$ cat src/rtl/mpgm_pkg.sv
// Shared types, constants and helpers for the multi-pattern glob matcher.
// No dependencies; every other file in rtl/ imports this package.
`timescale 1ns / 1ps
`default_nettype none

package mpgm_pkg;

  localparam int DEF_PATTERN_SLOTS = 4;
  localparam int DEF_PATTERN_CHARS = 8;

  localparam int CFG_DATA_W = 64;
  localparam int CFG_IDX_W  = 3;
  localparam int ACTIVE_W   = 3;
  localparam int IN_DATA_W  = 8;
  localparam int OUT_DATA_W = 8;
  localparam int QUEUE_DEPTH = 2;

  localparam logic [CFG_IDX_W-1:0] CFG_IDX_ACTIVE = 3'd0;
  localparam logic [CFG_IDX_W-1:0] CFG_IDX_PAT0   = 3'd1;

  localparam logic [7:0] CH_STAR = 8'h2A;
  localparam logic [7:0] CH_ANY  = 8'h3F;
  localparam logic [7:0] CH_NUL  = 8'h00;
  localparam logic [7:0] CH_UP_A = 8'h41;
  localparam logic [7:0] CH_UP_Z = 8'h5A;
  localparam logic [7:0] CASE_OFFSET = 8'h20;

  typedef enum logic [1:0] {
    KIND_CHAR  = 2'd0,  // ordinary name byte, more to follow
    KIND_LAST  = 2'd1,  // final byte of the name
    KIND_EMPTY = 2'd2   // empty name, byte ignored
  } kind_t;

  typedef struct packed {
    kind_t      kind;
    logic [7:0] ch;     // already folded to lower case
  } item_t;

  function automatic logic [7:0] fold(input logic [7:0] c);
    logic [7:0] r;
    r = c;
    if (c >= CH_UP_A && c <= CH_UP_Z) begin
      r = c + CASE_OFFSET;
    end
    return r;
  endfunction

endpackage

`default_nettype wire

$ cat src/rtl/mpgm_front.sv
// Front end: accepts name bytes, folds case, classifies them and queues them.
// Depends on mpgm_pkg.
`timescale 1ns / 1ps
`default_nettype none

module mpgm_front (
  input  wire logic                           clk,
  input  wire logic                           rst_n,
  input  wire logic                           in_tvalid,
  output logic                                in_tready,
  input  wire logic [mpgm_pkg::IN_DATA_W-1:0] in_tdata,  // [7:0] name_byte
  input  wire logic                           in_tlast,  // name_end
  input  wire logic                           in_tuser,  // [0] name_empty
  output logic                                q_valid,
  input  wire logic                           q_ready,
  output mpgm_pkg::item_t                     q_item
);
  import mpgm_pkg::*;

  localparam int PTR_W = (QUEUE_DEPTH > 1) ? $clog2(QUEUE_DEPTH) : 1;
  localparam int CNT_W = $clog2(QUEUE_DEPTH + 1);

  item_t            mem_r [QUEUE_DEPTH];
  logic [PTR_W-1:0] wr_ptr_r, wr_ptr_nxt;
  logic [PTR_W-1:0] rd_ptr_r, rd_ptr_nxt;
  logic [CNT_W-1:0] cnt_r, cnt_nxt;
  item_t            cls;
  logic             push, pop;

  always_comb begin
    cls.ch = fold(in_tdata);
    priority if (in_tuser) begin
      cls.kind = KIND_EMPTY;
    end else if (in_tlast) begin
      cls.kind = KIND_LAST;
    end else begin
      cls.kind = KIND_CHAR;
    end
  end

  assign in_tready = (cnt_r != CNT_W'(QUEUE_DEPTH));
  assign q_valid   = (cnt_r != '0);
  assign q_item    = mem_r[rd_ptr_r];
  assign push      = in_tvalid && in_tready;
  assign pop       = q_valid && q_ready;

  always_comb begin
    wr_ptr_nxt = wr_ptr_r;
    rd_ptr_nxt = rd_ptr_r;
    cnt_nxt    = cnt_r;
    if (push) begin
      wr_ptr_nxt = (wr_ptr_r == PTR_W'(QUEUE_DEPTH - 1)) ? '0 : wr_ptr_r + PTR_W'(1);
    end
    if (pop) begin
      rd_ptr_nxt = (rd_ptr_r == PTR_W'(QUEUE_DEPTH - 1)) ? '0 : rd_ptr_r + PTR_W'(1);
    end
    if (push && !pop) begin
      cnt_nxt = cnt_r + CNT_W'(1);
    end else if (pop && !push) begin
      cnt_nxt = cnt_r - CNT_W'(1);
    end
  end

  always_ff @(posedge clk) begin
    if (!rst_n) begin
      wr_ptr_r <= '0;
      rd_ptr_r <= '0;
      cnt_r    <= '0;
    end else begin
      wr_ptr_r <= wr_ptr_nxt;
      rd_ptr_r <= rd_ptr_nxt;
      cnt_r    <= cnt_nxt;
    end
  end

  always_ff @(posedge clk) begin
    if (push) begin
      mem_r[wr_ptr_r] <= cls;
    end
  end

  a_cnt_bound: assert property (@(posedge clk) disable iff (!rst_n)
    cnt_r <= CNT_W'(QUEUE_DEPTH))
    else $error("queue count above depth");

  a_fill_blocks: assert property (@(posedge clk) disable iff (!rst_n)
    (push && !pop && cnt_r == CNT_W'(QUEUE_DEPTH - 1)) |=> !in_tready)
    else $error("queue filled but still ready");

endmodule

`default_nettype wire

$ cat src/rtl/mpgm_back.sv
// Back end: configuration registers, per-pattern NFA position sets, verdict
// and the result register. Depends on mpgm_pkg.
`timescale 1ns / 1ps
`default_nettype none

module mpgm_back #(
  parameter int PATTERN_SLOTS = mpgm_pkg::DEF_PATTERN_SLOTS,
  parameter int PATTERN_CHARS = mpgm_pkg::DEF_PATTERN_CHARS
) (
  input  wire logic                            clk,
  input  wire logic                            rst_n,
  input  wire logic                            cfg_we,
  input  wire logic [mpgm_pkg::CFG_IDX_W-1:0]  cfg_index,
  input  wire logic [mpgm_pkg::CFG_DATA_W-1:0] cfg_wdata,
  input  wire logic                            q_valid,
  output logic                                 q_ready,
  input  wire mpgm_pkg::item_t                 q_item,
  output logic                                 out_tvalid,
  input  wire logic                            out_tready,
  output logic [mpgm_pkg::OUT_DATA_W-1:0]      out_tdata   // [0] is_match
);
  import mpgm_pkg::*;

  localparam int SET_W = PATTERN_CHARS + 1;
  localparam int PAT_W = PATTERN_CHARS * 8;

  logic [ACTIVE_W-1:0]      act_r;
  logic [PAT_W-1:0]         pat_r [PATTERN_SLOTS];
  logic                     start_r;
  logic                     out_valid_r, out_valid_nxt;
  logic                     out_match_r;
  logic [PATTERN_SLOTS-1:0] slot_hit;
  logic                     pop, verdict, is_result;

  // Follow '*' edges: a reachable star position also reaches the next one.
  function automatic logic [SET_W-1:0] closure(input logic [SET_W-1:0] set_in,
                                               input logic [PATTERN_CHARS-1:0] star_en);
    logic [SET_W-1:0] s;
    s = set_in;
    for (int i = 0; i < PATTERN_CHARS; i++) begin
      if (s[i] && star_en[i]) begin
        s[i+1] = 1'b1;
      end
    end
    return s;
  endfunction

  always_ff @(posedge clk) begin
    if (!rst_n) begin
      act_r <= '0;
      for (int s = 0; s < PATTERN_SLOTS; s++) begin
        pat_r[s] <= '0;
      end
    end else if (cfg_we) begin
      if (cfg_index == CFG_IDX_ACTIVE) begin
        act_r <= cfg_wdata[ACTIVE_W-1:0];
      end
      for (int s = 0; s < PATTERN_SLOTS; s++) begin
        if (cfg_index == CFG_IDX_PAT0 + CFG_IDX_W'(s)) begin
          pat_r[s] <= cfg_wdata[PAT_W-1:0];
        end
      end
    end
  end

  assign is_result = (q_item.kind != KIND_CHAR);
  assign q_ready   = !is_result || !out_valid_r || out_tready;
  assign pop       = q_valid && q_ready;

  for (genvar g = 0; g < PATTERN_SLOTS; g++) begin : g_slot
    logic [PATTERN_CHARS-1:0] vld, star, any, eq;
    logic [SET_W-1:0]         fin, start_set, base, raw, adv, nxt;
    logic [SET_W-1:0]         set_r;

    always_comb begin
      logic [7:0] pc;
      vld  = '0;
      star = '0;
      any  = '0;
      eq   = '0;
      for (int i = 0; i < PATTERN_CHARS; i++) begin
        pc      = pat_r[g][8*i +: 8];
        star[i] = (pc == CH_STAR);
        any[i]  = (pc == CH_ANY);
        eq[i]   = (fold(pc) == q_item.ch);
        if (i == 0) begin
          vld[i] = (pc != CH_NUL);
        end else begin
          vld[i] = vld[i-1] && (pc != CH_NUL);
        end
      end
    end

    // one-hot mark at the pattern length
    assign fin       = {vld, 1'b1} & ~{1'b0, vld};
    assign start_set = closure(SET_W'(1), vld & star);
    assign base      = start_r ? start_set : set_r;

    always_comb begin
      raw = '0;
      for (int i = 0; i < PATTERN_CHARS; i++) begin
        if (base[i] && vld[i]) begin
          if (star[i]) begin
            raw[i] = 1'b1;
          end else if (any[i] || eq[i]) begin
            raw[i+1] = 1'b1;
          end
        end
      end
    end

    assign adv = closure(raw, vld & star);
    assign nxt = (q_item.kind == KIND_EMPTY) ? start_set : adv;
    assign slot_hit[g] = (act_r > ACTIVE_W'(g)) && (!vld[0] || (|(nxt & fin)));

    always_ff @(posedge clk) begin
      if (!rst_n) begin
        set_r <= '0;
      end else if (pop) begin
        set_r <= nxt;
      end
    end
  end

  assign verdict = (act_r == '0) || (|slot_hit);

  always_comb begin
    out_valid_nxt = out_valid_r;
    if (pop && is_result) begin
      out_valid_nxt = 1'b1;
    end else if (out_tready) begin
      out_valid_nxt = 1'b0;
    end
  end

  always_ff @(posedge clk) begin
    if (!rst_n) begin
      out_valid_r <= 1'b0;
      start_r     <= 1'b1;
    end else begin
      out_valid_r <= out_valid_nxt;
      if (pop) begin
        start_r <= is_result;
      end
    end
  end

  always_ff @(posedge clk) begin
    if (pop && is_result) begin
      out_match_r <= verdict;
    end
  end

  assign out_tvalid = out_valid_r;
  assign out_tdata  = {(OUT_DATA_W - 1)'(0), out_match_r};

  a_char_no_result: assert property (@(posedge clk) disable iff (!rst_n)
    (pop && !is_result && !out_valid_r) |=> !out_valid_r)
    else $error("result raised by a plain name byte");

  a_restart: assert property (@(posedge clk) disable iff (!rst_n)
    (pop && is_result) |=> start_r)
    else $error("name start not armed after a result");

  a_no_patterns: assert property (@(posedge clk) disable iff (!rst_n)
    (pop && is_result && act_r == '0) |=> (out_valid_r && out_match_r))
    else $error("no active patterns must always match");

endmodule

`default_nettype wire

$ cat src/rtl/multi_pattern_glob_matcher_core.sv
// Top level of the multi-pattern glob matcher: front queue plus NFA back end.
// Depends on mpgm_pkg, mpgm_front and mpgm_back.
//
//  channel | dir | handshake            | payload
//  in_     | in  | in_tvalid/in_tready  | tdata=name_byte, tlast=name_end, tuser=name_empty
//  out_    | out | out_tvalid/out_tready| tdata[0]=is_match
//  cfg_    | in  | cfg_we               | cfg_index, cfg_wdata
//
// One name byte per cycle while in_tready is high; a name's result passes through the
// queue entry, then the result register, before out_tvalid rises.
// The back end updates the NFA position sets of every pattern slot in parallel.
// Reset clears the queue count, config and position sets; no clearing pass is needed.
// A two-entry queue and the result register let input and output stall independently.
`timescale 1ns / 1ps
`default_nettype none

module multi_pattern_glob_matcher_core #(
  parameter int PATTERN_SLOTS = mpgm_pkg::DEF_PATTERN_SLOTS,
  parameter int PATTERN_CHARS = mpgm_pkg::DEF_PATTERN_CHARS
) (
  input  wire logic                            clk,
  input  wire logic                            rst_n,
  input  wire logic                            in_tvalid,
  output logic                                 in_tready,
  input  wire logic [mpgm_pkg::IN_DATA_W-1:0]  in_tdata,   // [7:0] name_byte
  input  wire logic                            in_tlast,   // name_end
  input  wire logic                            in_tuser,   // [0] name_empty
  output logic                                 out_tvalid,
  input  wire logic                            out_tready,
  output logic [mpgm_pkg::OUT_DATA_W-1:0]      out_tdata,  // [0] is_match, rest zero
  input  wire logic                            cfg_we,
  input  wire logic [mpgm_pkg::CFG_IDX_W-1:0]  cfg_index,
  input  wire logic [mpgm_pkg::CFG_DATA_W-1:0] cfg_wdata
);
  import mpgm_pkg::*;

  logic  q_valid;
  logic  q_ready;
  item_t q_item;

  mpgm_front u_front (
    .clk       (clk),
    .rst_n     (rst_n),
    .in_tvalid (in_tvalid),
    .in_tready (in_tready),
    .in_tdata  (in_tdata),
    .in_tlast  (in_tlast),
    .in_tuser  (in_tuser),
    .q_valid   (q_valid),
    .q_ready   (q_ready),
    .q_item    (q_item)
  );

  mpgm_back #(
    .PATTERN_SLOTS (PATTERN_SLOTS),
    .PATTERN_CHARS (PATTERN_CHARS)
  ) u_back (
    .clk        (clk),
    .rst_n      (rst_n),
    .cfg_we     (cfg_we),
    .cfg_index  (cfg_index),
    .cfg_wdata  (cfg_wdata),
    .q_valid    (q_valid),
    .q_ready    (q_ready),
    .q_item     (q_item),
    .out_tvalid (out_tvalid),
    .out_tready (out_tready),
    .out_tdata  (out_tdata)
  );

endmodule

`default_nettype wire

$ cat config.mk
export PLATFORM = sky130hd
export DESIGN_NAME = multi_pattern_glob_matcher_core
export DESIGN_NICKNAME = d
export VERILOG_FILES = /design/src/rtl/mpgm_pkg.sv /design/src/rtl/mpgm_front.sv /design/src/rtl/mpgm_back.sv /design/src/rtl/multi_pattern_glob_matcher_core.sv
export SDC_FILE = /design/constraint.sdc
export NUM_CORES = 1
export LEC_CHECK = 0
export BUFFER_PORTS_ARGS = -buffer_cell sky130_fd_sc_hd__buf_2
export CORE_MARGIN = 2
export CORE_UTILIZATION = 55
export CTS_BUF_LIST = sky130_fd_sc_hd__clkbuf_8 sky130_fd_sc_hd__clkbuf_16
export CTS_CLUSTER_SIZE = 8
export DETAILED_ROUTE_END_ITERATION = 10
export PLACE_DENSITY_LB_ADDON = 0.2
export SLEW_MARGIN = 5
export SYNTH_ARGS = -nofsm -noshare
export SYNTH_HDL_FRONTEND = slang
export SYNTH_SLANG_ARGS = --single-unit
$ cat constraint.sdc
create_clock -name clk -period 11.5 [get_ports clk]
set_input_delay 2.3 -clock clk [delete_from_list [all_inputs] [get_ports clk]]
set_output_delay 2.3 -clock clk [all_outputs]
set_load 0.03 [all_outputs]
Word-level counts from Yosys, hierarchy flattened --
Memories as Yosys holds them, arrays and structs flattened. A register that Yosys moved wholly into a read port is not among the register bits. Cells that the tools add are included. W data, S select, Z words.
Word-level totals: bits in writable memories 276, input bits 82, output and inout bits 10, logic and storage cells 761, register bits after elaboration 42, memories 2
Memory list:
- u_back.pat_r | depth 4, width 64, rd ports 4, clocked after Yosys merged registers in 0, wr ports 4, line mpgm_back.sv:28 | logic [PAT_W-1:0] pat_r [PATTERN_SLOTS];
- u_front.mem_r | depth 2, width 10, rd ports 1, clocked after Yosys merged registers in 1, wr ports 1, line mpgm_front.sv:23 | item_t mem_r [QUEUE_DEPTH];
Operators by class: reductions and logical operators 253, $lt $le $gt $ge 70, muxes and demuxes 266, eq/ne operators 102, bitwise logic cells 20, $add $sub $neg 37
Operators by type and width (count):
- $eq A8 B6 Y1 const B | 64
- $mux W8 | 37
- $add A8 B6 Y8 const B | 33
- $ge A8 B7 Y1 const B | 33
- $le A8 B7 Y1 const B | 33
- $eq A8 B8 Y1 | 32
- $mux W64 | 4
- $reduce_bool A8 Y1 | 32
- $mux W1 | 186
- $logic_and A1 B1 Y1 | 162
- $and A9 B9 Y9 | 8
- $mux W2 | 35
- $logic_or A1 B1 Y1 | 39
- $mux W9 | 4
- $not A8 Y9 | 4
- $reduce_or A9 Y1 | 4
- $and A8 B8 Y8 | 4
- $logic_not A1 Y1 | 8
- $reduce_bool A2 Y1 | 4
- $eq A3 B2 Y1 const B | 2
- $gt A3 B1 Y1 const B | 2
- $gt A3 B2 Y1 const B | 2
- $logic_not A3 Y1 | 2
- $or A1 B1 Y1 | 4
- other kinds (9) | 10

Logic depth before layout (Yosys ltp) --
An unclocked memory read counts as a cell.
depth after elaboration 50, mapped depth 17, depth with buffers taken out 13

Hierarchy --
A second synthesis with hierarchy kept.
Unflattened totals: cell total of the unflattened synthesis 2283, area total of the unflattened synthesis 21858.5 um^2
By module, submodules not included:
- mpgm_back | seq. area each 8458.1 um^2, times used 1, cells an instance 2214, area each 20831.2 um^2
- mpgm_front | seq. area each 700.7 um^2, times used 1, cells an instance 69, area each 1027.2 um^2

Least setup slack after synthesis --
No wires, ideal clock.
path type input -> register, from in cfg_we, to mem u_back.pat_r[1][0] (netlist bit) (enable), data required time 10.918 ns, stages on the path 2, arrival time 7.092 ns, setup time 0.582 ns, path buffers 0, slack 3.827 ns, cell sequence nand2_1 > o31ai_1
RTL lines:
- start: declaration | line multi_pattern_glob_matcher_core.sv:31 | input wire logic cfg_we,
- end: declaration | line mpgm_back.sv:28

==> run_results.csv <==
group,metric,value,unit
run_status,status,"complete, no violations",
power_and_ir_drop,switching_share,36.3,%
placed_design,dp_hpwl,47800,microns
layout,fin_area,24300,sq um
cts,cts_setup_buffers,0,
floorplanning,die_x,204,microns
timing,finClkSkew,0.0216,ns
yosys,netlist_area,21900,sq um
timing,period_share,43.6,%
cts,cts_root_buf,"clkbuf_16",
critical_path,critPathCaptureType,"flip-flop",
power_and_ir_drop,intPower,2650,uW
global_routing,grt_usage,33.4,%
global_routing,grt-ovfl-total,0,
layout,regArea,9160,sq um
power_and_ir_drop,p_leak,0.00852,uW
timing,hold_viol,0,
placed_design,placed_cell_area,22900,sq um
timing,period_minus_slack,5.02,ns
yosys,ys_types,99,
route,vias,18886,
critical_path,critPathArrivalTime,5.44,ns
power_and_ir_drop,p_seq_share,36.3,%
placed_design,placed_cells,2832,
floorplanning,core_area,39500,sq um
worst_hold_path,min_from,"u_back.g_slot[2].set_r[2]",
power_and_ir_drop,p_clk_share,30.4,%
placed_design,io_buffers,84,
layout,nNetsFinal,2471,
power_and_ir_drop,p_sw,1510,uW
yosys,synth_edf_count,277,
worst_hold_path,hold_class,"flip-flop to flip-flop",
placed_design,gp_congestion,0.964,
timing,worstMarginPinSlew,1.05,ns
route,vias_per_cell,6.47,
timing,setup_tns,0,ns
layout,final_cell_count_no_fill,2917,
critical_path,start_kind,"flip-flop",
yosys,yosys_warnings,0,
run,maxCapViolCount,0,
timing,final-setup-viol-count,0,
floorplanning,die_h,204,microns
power_and_ir_drop,power_frac_comb,33.3,%
yosys,yosysSeqAreaShare,41.8,%
floorplanning,die_area,41500,sq um
layout,multi_input_area,12300,sq um
global_routing,grt_pass1_wl,105000,microns
route,drt_wl_total,69300,microns
route,wl_per_cell,23.8,microns
power_and_ir_drop,power_density,171,nW/um^2
critical_path,required,11.93,ns
power_and_ir_drop,power,4160,uW
yosys,synth_seq_cells,319,
yosys,syn_area_per_cell,9.62,sq um
route,antenna_left,0,
cts,clock-sinks,319,
critical_path,cp_max_fo,32,
timing,relSlewSlack,29.6,%
power_and_ir_drop,ir_drop,0.120,mV
floorplanning,fp-row-count,73,
cts,cts-resized-gates,0,
yosys,syn_inst,2278,
timing,fin_hold_ws,0.445,ns
layout,n_fill_cell,3317,
route,detail_route.first_pass.iterations,6,
global_routing,grt_pass1_vias,17853,
cts,tritoncts,"yes",
global_routing,grt_max_degree,65,
layout,areaGrowthSynthToFinish,10.8,%
cts,numCtsBuffers,46,
floorplanning,ios,92,
cts,cts_hold_buf,0,
yosys,ys.flop_type,"edfxtp_1",
route,drt-initial-drc-count,2036,
layout,drive_above_1_share,10.3,%
timing,maxSlewViolCount,0,
cts,cts.path.max_buffers,3,
floorplanning,start_util,55.4,%
critical_path,critical_path_class,"flip-flop to flip-flop",
cts,clk_latency,0.58,ns
route,route.detailed.drc,0,
timing,fmax,199,MHz
cts,htreeDepth,2,
layout,antenna_cells,0,
timing,rsz0062_at_grt,"no",
yosys,synth_async_sr_flop_share,0,%
global_routing,antenna_found_initial,1,
cts,path_clk_slew,0.06,ns
==> through the flow <==
step / setup slack [ns] / util [%]
global route: 6.28 / 61.4
floorplan: 3.83 / -
detailed placement: 6.63 / 58.0
finish: 6.48 / 61.4
CTS: 6.61 / 61.4
global placement: 6.63 / 58.0
==> sequential cells by signal (all words and copies together), names as in the netlist, named ones only <==
signal / count
u_front.mem_r: 20
u_back.out_tvalid: 1
u_back.act_r: 3
u_front.wr_ptr_r: 1
u_back.out_match_r: 1
u_back.start_r: 1
u_back.pat_r: 256
u_front.rd_ptr_r: 1
u_front.cnt_r: 2
u_back.g_slot.set_r: 32
==> critical path: stages (launching register included) <==
cell and delay (ns):
dfxtp_1 0.30, buf_4 0.33, mux2i_4 0.27, buf_4 0.65, xnor2_1 0.14, nor3_1 0.22, nand3_1 0.11, nor4_1 0.47
o22ai_1 0.29, a211o_1 0.37, a2111oi_1 0.60, o21ai_0 0.36, a211oi_1 0.44, nor4_1 0.09, a22oi_1 0.19
==> final cells by class <==
cell class | count | area share, %
Inverter | 42 | 0.649
Sequential cell | 319 | 37.7
Multi-Input combinational cell | 1828 | 50.6
Clock buffer | 47 | 4.84
Tap cell | 525 | 2.71
Clock inverter | 38 | 0.716
Timing Repair Buffer | 118 | 2.78
==> path summary, 6_finish.rpt <==
kind / endpoint / cells past startpoint / slack (ns)
worst max-delay path: u_back.out_match_r / 14 / 6.48
worst min register to register: u_back.g_slot[2].set_r[2] / 2 / 0.44
worst max register to register: u_back.out_match_r / 14 / 6.48
worst min-delay path: u_back.g_slot[2].set_r[2] / 2 / 0.44
==> layout by cell type (no fill, tap or decap), types with 40 or more instances in the layout <==
| cell | n |
|---|---|
| xor2_1 | 59 |
| nor2_1 | 142 |
| buf_2 | 84 |
| nor3_1 | 118 |
| edfxtp_1 | 277 |
| inv_1 | 75 |
| clkbuf_16 | 47 |
| o21ai_0 | 51 |
| a21oi_1 | 86 |
| or3_1 | 50 |
| nand3_1 | 100 |
| and2_1 | 274 |
| nand2_1 | 126 |
| nor4_1 | 44 |
| and3_1 | 40 |
| dfxtp_1 | 42 |
| xnor2_1 | 200 |
==> cells by family after synthesis <==
group / after synthesis / synth area share (%)
AND/OR/NAND/NOR: 1075 / 27.5
AO/OA/AOI/OAI: 416 / 13.5
flip-flops: 319 / 41.8
XOR/XNOR: 262 / 10.7
buffers and inverters: 137 / 2.85
adder cells (fa/ha/maj): 34 / 1.94
multiplexers: 34 / 1.68
other: 1 / 0.0171
==> metal layers <==
metal	vias to the layer above	GRT usage, %	routed length, microns	part of all wire [%]
met3	164	5.00	5920	8.5
met1	9149	46.7	29600	43
met5	-	0	11	0.016
li1	8690	-	-	-
met4	2	12.9	2340	3.4
met2	881	52.4	31400	45
==> synth_stat cells (32+ instances only) <==
cell,number,share of area (%)
clkbuf_1,51,0.87
o21ai_0,51,1.2
dfxtp_1,42,3.8
xor2_1,59,2.4
and2_1,274,7.8
or3_1,50,1.4
nand2_1,129,2.2
inv_1,40,0.69
ha_1,34,1.9
nor4_1,45,1.3
xnor2_1,200,8.0
nand3_1,100,2.3
nor2_1,145,2.5
a21oi_1,86,2.0
nor3_1,118,2.7
or4_1,32,1.1
and3_1,40,1.1
edfxtp_1,277,38
==> power by group through the flow <==
stage | Combinational, uW | Clock [uW] | Sequential [uW]
6_report | 1380 | 1260 | 1510
4_1_cts | 1360 | 1280 | 1510
5_1_grt | 1480 | 1320 | 1520
3_5_place_dp | 1350 | 0 | 1530
3_3_place_gp | 1320 | 0 | 1520
2_1_floorplan | 995 | 0 | 1490
No activity file was read; power rests on OpenSTA's default activity.
